**src/rtl/core/rgb2yuyv_pkg.sv**
```systemverilog
// ---------------------------------------------------------------------------
// rgb2yuyv_pkg
// Shared types and constants for the RGB pair to YUYV converter: component
// weights in thousandths, the reciprocal used for the divide by 1000, and the
// sign/magnitude term that passes between the arithmetic stages.
// ---------------------------------------------------------------------------
`default_nettype none

package rgb2yuyv_pkg;

	localparam int unsigned PIX_W  = 8;
	// Signed width of a weighted sum; |sum| stays at or below 255000.
	localparam int unsigned SUM_W  = 20;
	localparam int unsigned MAG_W  = 18;
	// floor(m / 1000) == (m * DIV_RECIP) >> DIV_SHIFT for every m below 2**MAG_W,
	// since m * (DIV_RECIP * 1000 - 2**DIV_SHIFT) stays below 2**DIV_SHIFT.
	localparam int unsigned DIV_SHIFT = 28;
	localparam int unsigned RECIP_W   = 19;
	localparam logic [RECIP_W-1:0] DIV_RECIP = 19'd268436;
	localparam logic [PIX_W-1:0]   CHROMA_OFFSET = 8'd128;

	typedef struct packed {
		logic signed [SUM_W-1:0] kr;
		logic signed [SUM_W-1:0] kg;
		logic signed [SUM_W-1:0] kb;
	} coef_t;

	localparam coef_t COEF_Y = '{kr: 20'sd299,  kg: 20'sd587,  kb: 20'sd114};
	localparam coef_t COEF_U = '{kr: -20'sd169, kg: -20'sd331, kb: 20'sd500};
	localparam coef_t COEF_V = '{kr: 20'sd500,  kg: -20'sd419, kb: -20'sd81};

	typedef struct packed {
		logic             neg;
		logic [MAG_W-1:0] mag;
	} term_t;

	typedef struct packed {
		logic             neg;
		logic [PIX_W-1:0] quo;
	} quot_t;

endpackage

`default_nettype wire

```
**src/rtl/core/rgb2yuyv_mac.sv**
```systemverilog
// ---------------------------------------------------------------------------
// rgb2yuyv_mac
// Weighted sum of one pixel's three components, returned as sign and
// magnitude so that the divide truncates toward zero.
// ---------------------------------------------------------------------------
`default_nettype none

module rgb2yuyv_mac (
	input  wire logic [rgb2yuyv_pkg::PIX_W-1:0] red,
	input  wire logic [rgb2yuyv_pkg::PIX_W-1:0] green,
	input  wire logic [rgb2yuyv_pkg::PIX_W-1:0] blue,
	input  wire rgb2yuyv_pkg::coef_t             coef,
	output rgb2yuyv_pkg::term_t                  term
);
	import rgb2yuyv_pkg::*;

	logic signed [SUM_W-1:0] r_ext;
	logic signed [SUM_W-1:0] g_ext;
	logic signed [SUM_W-1:0] b_ext;
	logic signed [SUM_W-1:0] sum;
	logic        [SUM_W-1:0] abs_sum;

	assign r_ext = $signed({{(SUM_W-PIX_W){1'b0}}, red});
	assign g_ext = $signed({{(SUM_W-PIX_W){1'b0}}, green});
	assign b_ext = $signed({{(SUM_W-PIX_W){1'b0}}, blue});

	assign sum     = coef.kr * r_ext + coef.kg * g_ext + coef.kb * b_ext;
	assign abs_sum = sum[SUM_W-1] ? SUM_W'(-sum) : SUM_W'(sum);

	assign term.neg = sum[SUM_W-1];
	assign term.mag = abs_sum[MAG_W-1:0];

endmodule

`default_nettype wire

```
**src/rtl/core/rgb2yuyv_div.sv**
```systemverilog
// ---------------------------------------------------------------------------
// rgb2yuyv_div
// Divides a magnitude by 1000 through a reciprocal multiply; exact over the
// whole magnitude range, so no correction step is needed.
// ---------------------------------------------------------------------------
`default_nettype none

module rgb2yuyv_div (
	input  wire rgb2yuyv_pkg::term_t term,
	output rgb2yuyv_pkg::quot_t      quot
);
	import rgb2yuyv_pkg::*;

	localparam int unsigned PROD_W = MAG_W + RECIP_W;

	logic [PROD_W-1:0] prod;

	assign prod = {{RECIP_W{1'b0}}, term.mag} * {{MAG_W{1'b0}}, DIV_RECIP};

	assign quot.neg = term.neg;
	assign quot.quo = prod[DIV_SHIFT+PIX_W-1:DIV_SHIFT];

endmodule

`default_nettype wire

```
**src/rtl/core/rgb_pair_to_yuyv_unit.sv**
```systemverilog
// ---------------------------------------------------------------------------
// rgb_pair_to_yuyv_unit
// Converts a pair of RGB24 pixels into one YUYV 4:2:2 group. The unit takes
// one pixel pair per cycle and delivers one group per cycle while the output
// is not stalled; a pair taken into the input register passes a weighted sum
// register, a quotient register and the result register in turn. Luma
// comes from each pixel, both chroma bytes from the first pixel only. Each sum
// is divided by 1000 truncating toward zero, chroma gets 128 added, and every
// byte is clamped to 0..255. Every stage holds while the next one is full and
// stalled, so the input keeps taking pairs until the whole pipeline is occupied.
// ---------------------------------------------------------------------------
`default_nettype none

module rgb_pair_to_yuyv_unit (
	input  wire logic                             clk,
	input  wire logic                             arst_n,
	input  wire logic                             in_valid,
	output logic                                  in_stall,
	input  wire logic [rgb2yuyv_pkg::PIX_W-1:0]   red_first,
	input  wire logic [rgb2yuyv_pkg::PIX_W-1:0]   green_first,
	input  wire logic [rgb2yuyv_pkg::PIX_W-1:0]   blue_first,
	input  wire logic [rgb2yuyv_pkg::PIX_W-1:0]   red_second,
	input  wire logic [rgb2yuyv_pkg::PIX_W-1:0]   green_second,
	input  wire logic [rgb2yuyv_pkg::PIX_W-1:0]   blue_second,
	output logic                                  out_valid,
	input  wire logic                             out_stall,
	output logic [rgb2yuyv_pkg::PIX_W-1:0]        luma_first,
	output logic [rgb2yuyv_pkg::PIX_W-1:0]        chroma_blue,
	output logic [rgb2yuyv_pkg::PIX_W-1:0]        luma_second,
	output logic [rgb2yuyv_pkg::PIX_W-1:0]        chroma_red
);
	import rgb2yuyv_pkg::*;

	function automatic logic [PIX_W-1:0] fin_byte(input logic neg,
			input logic [PIX_W-1:0] quo, input logic [PIX_W-1:0] offs);
		logic signed [PIX_W+1:0] v;
		logic [PIX_W-1:0] res;
		v = $signed({2'b00, quo});
		if (neg) begin
			v = -v;
		end
		v = v + $signed({2'b00, offs});
		if (v < 0) begin
			res = '0;
		end else if (v > $signed({2'b00, {PIX_W{1'b1}}})) begin
			res = '1;
		end else begin
			res = v[PIX_W-1:0];
		end
		return res;
	endfunction

	// Stage 1: input register.
	logic vld_s1, vld_s2, vld_s3, out_valid_q;
	logic [PIX_W-1:0] r1_s1, g1_s1, b1_s1, r2_s1, g2_s1, b2_s1;
	term_t y1_s2, u_s2, y2_s2, v_s2;
	quot_t y1_s3, u_s3, y2_s3, v_s3;
	logic [PIX_W-1:0] luma_first_q, chroma_blue_q, luma_second_q, chroma_red_q;

	term_t y1_t, u_t, y2_t, v_t;
	quot_t y1_d, u_d, y2_d, v_d;

	logic rdy_out, rdy_s3, rdy_s2, rdy_s1;

	assign rdy_out = !out_valid_q || !out_stall;
	assign rdy_s3  = !vld_s3 || rdy_out;
	assign rdy_s2  = !vld_s2 || rdy_s3;
	assign rdy_s1  = !vld_s1 || rdy_s2;
	assign in_stall = !rdy_s1;

	rgb2yuyv_mac u_mac_y1 (.red(r1_s1), .green(g1_s1), .blue(b1_s1),
		.coef(COEF_Y), .term(y1_t));
	rgb2yuyv_mac u_mac_u  (.red(r1_s1), .green(g1_s1), .blue(b1_s1),
		.coef(COEF_U), .term(u_t));
	rgb2yuyv_mac u_mac_y2 (.red(r2_s1), .green(g2_s1), .blue(b2_s1),
		.coef(COEF_Y), .term(y2_t));
	rgb2yuyv_mac u_mac_v  (.red(r1_s1), .green(g1_s1), .blue(b1_s1),
		.coef(COEF_V), .term(v_t));

	rgb2yuyv_div u_div_y1 (.term(y1_s2), .quot(y1_d));
	rgb2yuyv_div u_div_u  (.term(u_s2),  .quot(u_d));
	rgb2yuyv_div u_div_y2 (.term(y2_s2), .quot(y2_d));
	rgb2yuyv_div u_div_v  (.term(v_s2),  .quot(v_d));

	always_ff @(posedge clk or negedge arst_n) begin
		if (!arst_n) begin
			vld_s1      <= 1'b0;
			vld_s2      <= 1'b0;
			vld_s3      <= 1'b0;
			out_valid_q <= 1'b0;
		end else begin
			if (rdy_s1) begin
				vld_s1 <= in_valid;
			end
			if (rdy_s2) begin
				vld_s2 <= vld_s1;
			end
			if (rdy_s3) begin
				vld_s3 <= vld_s2;
			end
			if (rdy_out) begin
				out_valid_q <= vld_s3;
			end
		end
	end

	always_ff @(posedge clk) begin
		if (rdy_s1 && in_valid) begin
			r1_s1 <= red_first;
			g1_s1 <= green_first;
			b1_s1 <= blue_first;
			r2_s1 <= red_second;
			g2_s1 <= green_second;
			b2_s1 <= blue_second;
		end
		if (rdy_s2 && vld_s1) begin
			y1_s2 <= y1_t;
			u_s2  <= u_t;
			y2_s2 <= y2_t;
			v_s2  <= v_t;
		end
		if (rdy_s3 && vld_s2) begin
			y1_s3 <= y1_d;
			u_s3  <= u_d;
			y2_s3 <= y2_d;
			v_s3  <= v_d;
		end
		if (rdy_out && vld_s3) begin
			luma_first_q  <= fin_byte(y1_s3.neg, y1_s3.quo, '0);
			chroma_blue_q <= fin_byte(u_s3.neg,  u_s3.quo,  CHROMA_OFFSET);
			luma_second_q <= fin_byte(y2_s3.neg, y2_s3.quo, '0);
			chroma_red_q  <= fin_byte(v_s3.neg,  v_s3.quo,  CHROMA_OFFSET);
		end
	end

	assign out_valid   = out_valid_q;
	assign luma_first  = luma_first_q;
	assign chroma_blue = chroma_blue_q;
	assign luma_second = luma_second_q;
	assign chroma_red  = chroma_red_q;

endmodule

`default_nettype wire

```
**config.mk**
```make
export PLATFORM = sky130hd
export DESIGN_NAME = rgb_pair_to_yuyv_unit
export DESIGN_NICKNAME = d
export VERILOG_FILES = /design/src/rtl/core/rgb2yuyv_pkg.sv /design/src/rtl/core/rgb2yuyv_mac.sv /design/src/rtl/core/rgb2yuyv_div.sv /design/src/rtl/core/rgb_pair_to_yuyv_unit.sv
export SDC_FILE = /design/constraint.sdc
export NUM_CORES = 2
export LEC_CHECK = 0
export BUFFER_PORTS_ARGS = -buffer_cell sky130_fd_sc_hd__buf_2
export CAP_MARGIN = 20
export CORE_ASPECT_RATIO = 1.5
export CORE_MARGIN = 4
export CORE_UTILIZATION = 30
export CTS_CLUSTER_DIAMETER = 200
export DETAILED_ROUTE_END_ITERATION = 6
export PLACE_DENSITY_LB_ADDON = 0.25
export SYNTH_ARGS = -nofsm -noshare
export SYNTH_HDL_FRONTEND = slang
export SYNTH_SLANG_ARGS = --single-unit
```
**constraint.sdc**
```tcl
create_clock -name clk -period 9.8 [get_ports clk]
set_input_delay 0.98 -clock clk [delete_from_list [all_inputs] [get_ports clk]]
set_output_delay 0.98 -clock clk [all_outputs]
set_load 0.005 [all_outputs]
```
# Word level (Yosys, flattened, before mapping)
# Cells that the tools add are included.
[op_classes] n_reduce_logical=14 addsub=18 n_lt_le_gt_ge=8 n_mul=16 muxes=16
[op_table] cell="$mul A18 B17 Y34 const B" n=4
[op_table] cell="$add A20 B20 Y20" n=4
[op_table] cell="$mux W10" n=8
[op_table] cell="$mux W18" n=4
[op_table] cell="$neg A18 Y18" n=4
[op_table] cell="$add A20 B16 Y20" n=2
[op_table] cell="$gt A10 B9 Y1 const B" n=4
[op_table] cell="$lt A10 B1 Y1 const B" n=4
[op_table] cell="$neg A8 Y10" n=4
[op_table] cell="$mul A10 B9 Y19 const A" n=2
[op_table] cell="$mul A10 B8 Y18 const A" n=2
[op_table] cell="$mul A9 B8 Y17 const A" n=2
[op_table] cell="$mux W8" n=4
[op_table] cell="$mul A7 B8 Y15 const A" n=2
[op_table] cell="$mul A6 B8 Y14 const A" n=2
[op_table] cell="$add A10 B9 Y10 const B" n=2
[op_table] cell="$add A20 B17 Y20" n=1
[op_table] cell="$add A20 B18 Y20" n=1
[op_table] cell="$mul A9 B9 Y18 const A" n=1
[op_table] cell="$mul A8 B9 Y17 const A" n=1
[op_table] cell="$logic_not A1 Y1" n=6
[op_table] cell="$logic_and A1 B1 Y1" n=4
[op_table] cell="$logic_or A1 B1 Y1" n=4
[word_totals] elab_cells=102 output_inout_bits=34 regBits=196

# Logic depth before layout (Yosys ltp)
[depth] depth_word=7 mapped_depth=32 depth_no_buf=31

# By module
# Synthesis repeated with hierarchy kept, for this count alone.
[hier_totals] hier_cells=7570 hier_area_um2=71298.4
[modules_own_cells] module="rgb2yuyv_mac (u_mac_v ...)" n_inst=2 area_per_inst_um2=12290.5 cells_each=1392
[modules_own_cells] module="rgb2yuyv_mac (u_mac_u)" n_inst=1 area_per_inst_um2=12280.5 cells_each=1404
[modules_own_cells] module="rgb2yuyv_mac (u_mac_y2)" n_inst=1 area_per_inst_um2=12243.0 cells_each=1391
[modules_own_cells] module="rgb2yuyv_div (u_div_u ...)" n_inst=3 area_per_inst_um2=3807.4 cells_each=404
[modules_own_cells] module="rgb_pair_to_yuyv_unit" n_inst=1 area_per_inst_um2=6819.0 cells_each=344
[modules_own_cells] module="rgb2yuyv_div (u_div_v)" n_inst=1 area_per_inst_um2=3952.5 cells_each=435

# Least setup slack after synthesis
# No wires, ideal clock.
[synth_timing] path_kind="register to register" from="register r1_s1[1]" to="register v_s2[17] (netlist name), data pin" path_slack_ns=1.760 path_stages_with_launch=29 setup_ns=0.264 t_arrival_ns=7.776 synth_period_minus_slack_ns=8.040 t_required_ns=9.536 path_buffers=0 cell_sequence="edfxtp_1 > fa_1 > xor2_1 > ha_1 > fa_1 > inv_1 > fa_1 > inv_1 > ha_1 > xnor2_1 > ha_1 > inv_1 > fa_1 > inv_1 > fa_1 > inv_1 > fa_1 > fa_1 > inv_1 > ha_1 > nand2_1 > o2111ai_2 > xor2_1 > o21bai_1 > or4_1 > nor3_1 > nand3_1 > o31ai_1 > xnor2_1"
[synth_between] elab_chain_len=5
[synth_rtl] element="start, declared" line_no="rgb_pair_to_yuyv_unit.sv:55" rtl="logic [PIX_W-1:0] r1_s1, g1_s1, b1_s1, r2_s1, g2_s1, b2_s1;"
[synth_rtl] element="start signal, assigned" line_no="rgb_pair_to_yuyv_unit.sv:109" rtl="r1_s1 <= red_first;"
[synth_rtl] element="$mul A7 B8 Y15 (*)" line_no="rgb2yuyv_mac.sv:27" rtl="assign sum = coef.kr * r_ext + coef.kg * g_ext + coef.kb * b_ext;"
[synth_rtl] element="$add A20 B20 Y20 (*)" line_no="rgb2yuyv_mac.sv:27"
[synth_rtl] element="$add A20 B17 Y20 (*)" line_no="rgb2yuyv_mac.sv:27"
[synth_rtl] element="$neg A18 Y18" line_no="rgb2yuyv_mac.sv:28" rtl="assign abs_sum = sum[SUM_W-1] ? SUM_W'(-sum) : SUM_W'(sum);"
[synth_rtl] element="$mux W18 (*)" line_no="rgb2yuyv_mac.sv:28"
[synth_rtl] element="named net u_mac_v.abs_sum[17]" line_no="rgb2yuyv_mac.sv:21" rtl="logic [SUM_W-1:0] abs_sum;"
[synth_rtl] element="end signal, assigned" line_no="rgb_pair_to_yuyv_unit.sv:120" rtl="v_s2 <= v_t;"
[synth_rtl] element="end, declared" line_no="rgb_pair_to_yuyv_unit.sv:56" rtl="term_t y1_s2, u_s2, y2_s2, v_s2;"
# Mark *: on every way through the listed nets, which the timed path passes. The rest lies on a longest branch.
# A chain may end at the register's enable or synchronous reset.

# Worst setup path in the final report
[layout_timing] from="register r1_s1[0]" to="register v_s2[17] (netlist name), data pin"
# Same word-level chain as after synthesis.

==> impl_summary.md <==
Outcome
The flow ran to the end, and the final reports show no timing, DRC or antenna violations.

Worst setup path
The worst setup path is launched from a register. The endpoint identified for the worst register-to-register timing path is v_s2[17]. The data required time of the worst path is about 10000 ps. The startpoint of the most critical register-to-register path is r1_s1[0]. For this run, the slowest stage of the critical path takes ~810 ps. The kind of critical path is reg2reg. The standard cell with the maximum stage delay on the critical path is fa_1. At the worst endpoint, the arrival time is 8990 ps.

The maximum fanout count along the critical path is 14. STA classifies the critical path endpoint as a register. The critical path's top delay family is adder cells. The path depth of the worst reg2reg path is 29.

The most numerous cell type found on the critical path is fa_1. The sum of buffers and inverters on the critical path is 7. The slack of the worst reg-to-reg path is about 1100 ps.

Floorplan
The die extent in x is just over 300 um. The number of placement rows is roughly 160. The area enclosed by the die boundary is roughly 140000 um2. The total I/O pin count is between 80 and 90.

The effective utilization at floorplan is 30.2%. The height of the die is around 460 um. After floorplanning, the core was sized to cover approximately 130000 um2.

Clock network
The CTS sink count is approximately 190. The worst-case clock buffer depth is 2. The clock-pin transition on the worst setup and hold timing paths is approximately 100 ps.

The hold-fix buffer count after cts is 0. Clock latency on the worst-skew pair, taken at its later pin, is ~550 ps. The number of buffers created by CTS is 17.

The buffer count from post-CTS setup fixing is 0. TritonCTS built the clock tree. The number of gates resized after CTS is 0. The deepest level of the CTS H-tree is 4. The root buffer cell chosen for the clock tree is clkbuf_16.

STA
Setup violations remaining at the end of the flow were counted as 0. Setup repair after global routing left no endpoint under its margin. The slew at the pin with the worst max-slew slack is ~1000 ps. The final max-slew violation count is 0.

The timing-limited maximum frequency is roughly 0.11 GHz. The worst pin sits at a relative slew slack of a little under a third. For the final routed database, the setup TNS stands at 0 ps. On the final layout, the worst clock skew is roughly 28 ps. The final critical path takes up between 80% and 90% of the cycle. The number of hold-slack violations in the final timing report is 0. The smallest clock period supported by the final layout is computed as between 8000 and 9000 ps.

Routing
The antenna violation net count after detailed routing is 0. The remaining routing DRC violations is 0. The first routing iteration left 738 violations. The wire length after detailed routing is between 90 and 100 mm.

The first-pass iteration count of the detailed router is 5. For this block, the via count after detailed routing is roughly 26000. Using the TritonRoute via totals, the vias-per-cell ratio works out to between 4 and 5.

The wire length per cell is approximately 16 um.

Placed design
The number of placed instances with taps included is 5711. The placed wire-length estimate after detailed placement is about 83 mm. The congestion estimate from routability-driven global placement came to between 0.8 and 0.9.

In this run the tool buffered the top-level ports with 85 buffer cells. In this run the cell area measured after placement is approximately 43000 um2.

Global routing
The first global-routing pass estimated about 150 mm of wire. Across every metal layer, demand over resource in global routing totals between 10 and 15%. Entering global routing, the biggest net connects between 60 and 70 pins. Summed over all layers, the global routing overflow is 0. The via count of the first global-routing pass is 28599. The initial antenna violation count is 2.

Layout
The leading cell type in the layout, fill and taps excluded is ha_1. The post-layout instance count excluding filler cells is approximately 5700. The final non-filler cell area is 43300 um2. For this run, the post-layout net count is around 5600. The post-route netlist has 4.13% of its cells at a drive strength greater than 1.

The repair_antennas step left the layout with diodes totalling 0. After filler insertion, the fill cell instance count of the layout stands at roughly 14000. In the layout the commonest cells are ha_1, inv_1, fa_1. The signed area change from the synthesized netlist to the final layout is 7.87%.

Yosys
The synthesized design contains between 150 and 200 register bits. The cell area after synthesis is 40200 um2. The synthesized netlist cell count is 3901. The proportion of synthesized flip-flops having asynchronous set or reset is ~2.1%. Averaged over all synthesized cells, the footprint is slightly above 10 um2. The number of different library cells used by synthesis comes to 79. Among all flip-flop cells after synthesis, the most frequent one is edfxtp_1.

The number of synthesized flops with an enable pin is about 190. The number of nets handed over by synthesis was 5527. The fraction of the yosys area taken by sequential cells is between 10 and 15%.

The Yosys step of the flow raised 0 warnings.

Worst hold path
The type of the tightest min-delay check is in2async.

Job
The tool flagged a number of max-cap violations equal to 0.
-- cell usage after synthesis, types with 36 or more instances --
cell / instances / area share, %
ha_1: 1101 / 34
inv_1: 951 / 8.9
fa_1: 473 / 24
edfxtp_1: 187 / 14
xnor2_1: 162 / 3.5
a21oi_1: 153 / 1.9
nor2_1: 108 / 1.0
o21ai_0: 91 / 1.1
nand2_1: 88 / 0.82
xor2_1: 86 / 1.9
a21o_1: 56 / 1.0
nor3_1: 43 / 0.54
nand3_1: 36 / 0.45
-- worst reg2reg max path: cells and delay by family, from the launching register on --
| family | cells | cell delay [ps] |
|---|---|---|
| xor gates and xnor gates | 4 | 880 |
| DFF | 1 | 640 |
| AOI/OAI and AO/OA | 6 | 1230 |
| and+or+nand+nor | 1 | 100 |
| buffers and inverters | 7 | 510 |
| adders and majority gates | 11 | 5090 |
-- per-layer routing --
layer	routed length, um	vias to the layer above	part of all wire (%)	GRT usage [%]
met3	1170	91	1.3	1.31
met5	0	-	0	0
li1	-	13086	-	-
met1	36400	12784	39	15.0
met2	51700	165	55	27.4
met4	4080	0	4.4	5.90
-- stage by stage --
stage               setup WS [ps]  hold slack (ps)  utilization [%]
floorplan                    1760              400                -
global placement             1190              401             32.1
detailed placement           1030              406             32.1
CTS                           999              206             32.5
global route                  503              222             32.5
finish                       1090              253             32.5
-- sequential cells by signal (all words and copies together) (netlist names), 9 cells and up --
signal,count
v_s2,19
u_s3,9
y2_s2,18
v_s3,9
u_s2,18
y1_s2,18
-- cells by family (layout without fill, tap and decap cells) --
family	after synthesis	count (layout)	share of synthesized area, %
multiplexers	2	2	0.0498
flip-flops	191	191	14.2
AO/OA/AOI/OAI	492	492	8.11
buffers and inverters	977	1076	9.16
XOR/XNOR	249	249	5.47
adder cells (fa/ha/maj)	1574	1574	57.9
AND/OR/NAND/NOR	416	416	5.11
-- worst max-delay path by stage --
stage / from / endpoint / slack (ps) / cells after the start
finish: r1_s1[0] / v_s2[17] / 1090 / 29
global route: r1_s1[1] / v_s2[3] / 500 / 29
CTS: r1_s1[1] / v_s2[17] / 1000 / 29
detailed placement: r1_s1[1] / v_s2[17] / 1030 / 29
global placement: r1_s1[1] / v_s2[17] / 1190 / 29
floorplan: r1_s1[1] / v_s2[17] / 1760 / 28
-- final cells by class --
class	count	area, um2	share of cell area, %
Clock buffer	18	439	1.01
Sequential cell	191	5720	13.2
Clock inverter	14	148	0.341
Timing Repair Buffer	91	470	1.09
Tap cell	1743	2180	5.03
Inverter	953	3580	8.26
Multi-Input combinational cell	2733	30800	71.1
Power is not shown: default switching activity piles up to over one toggle a cycle in this logic, so the estimate is an artifact.
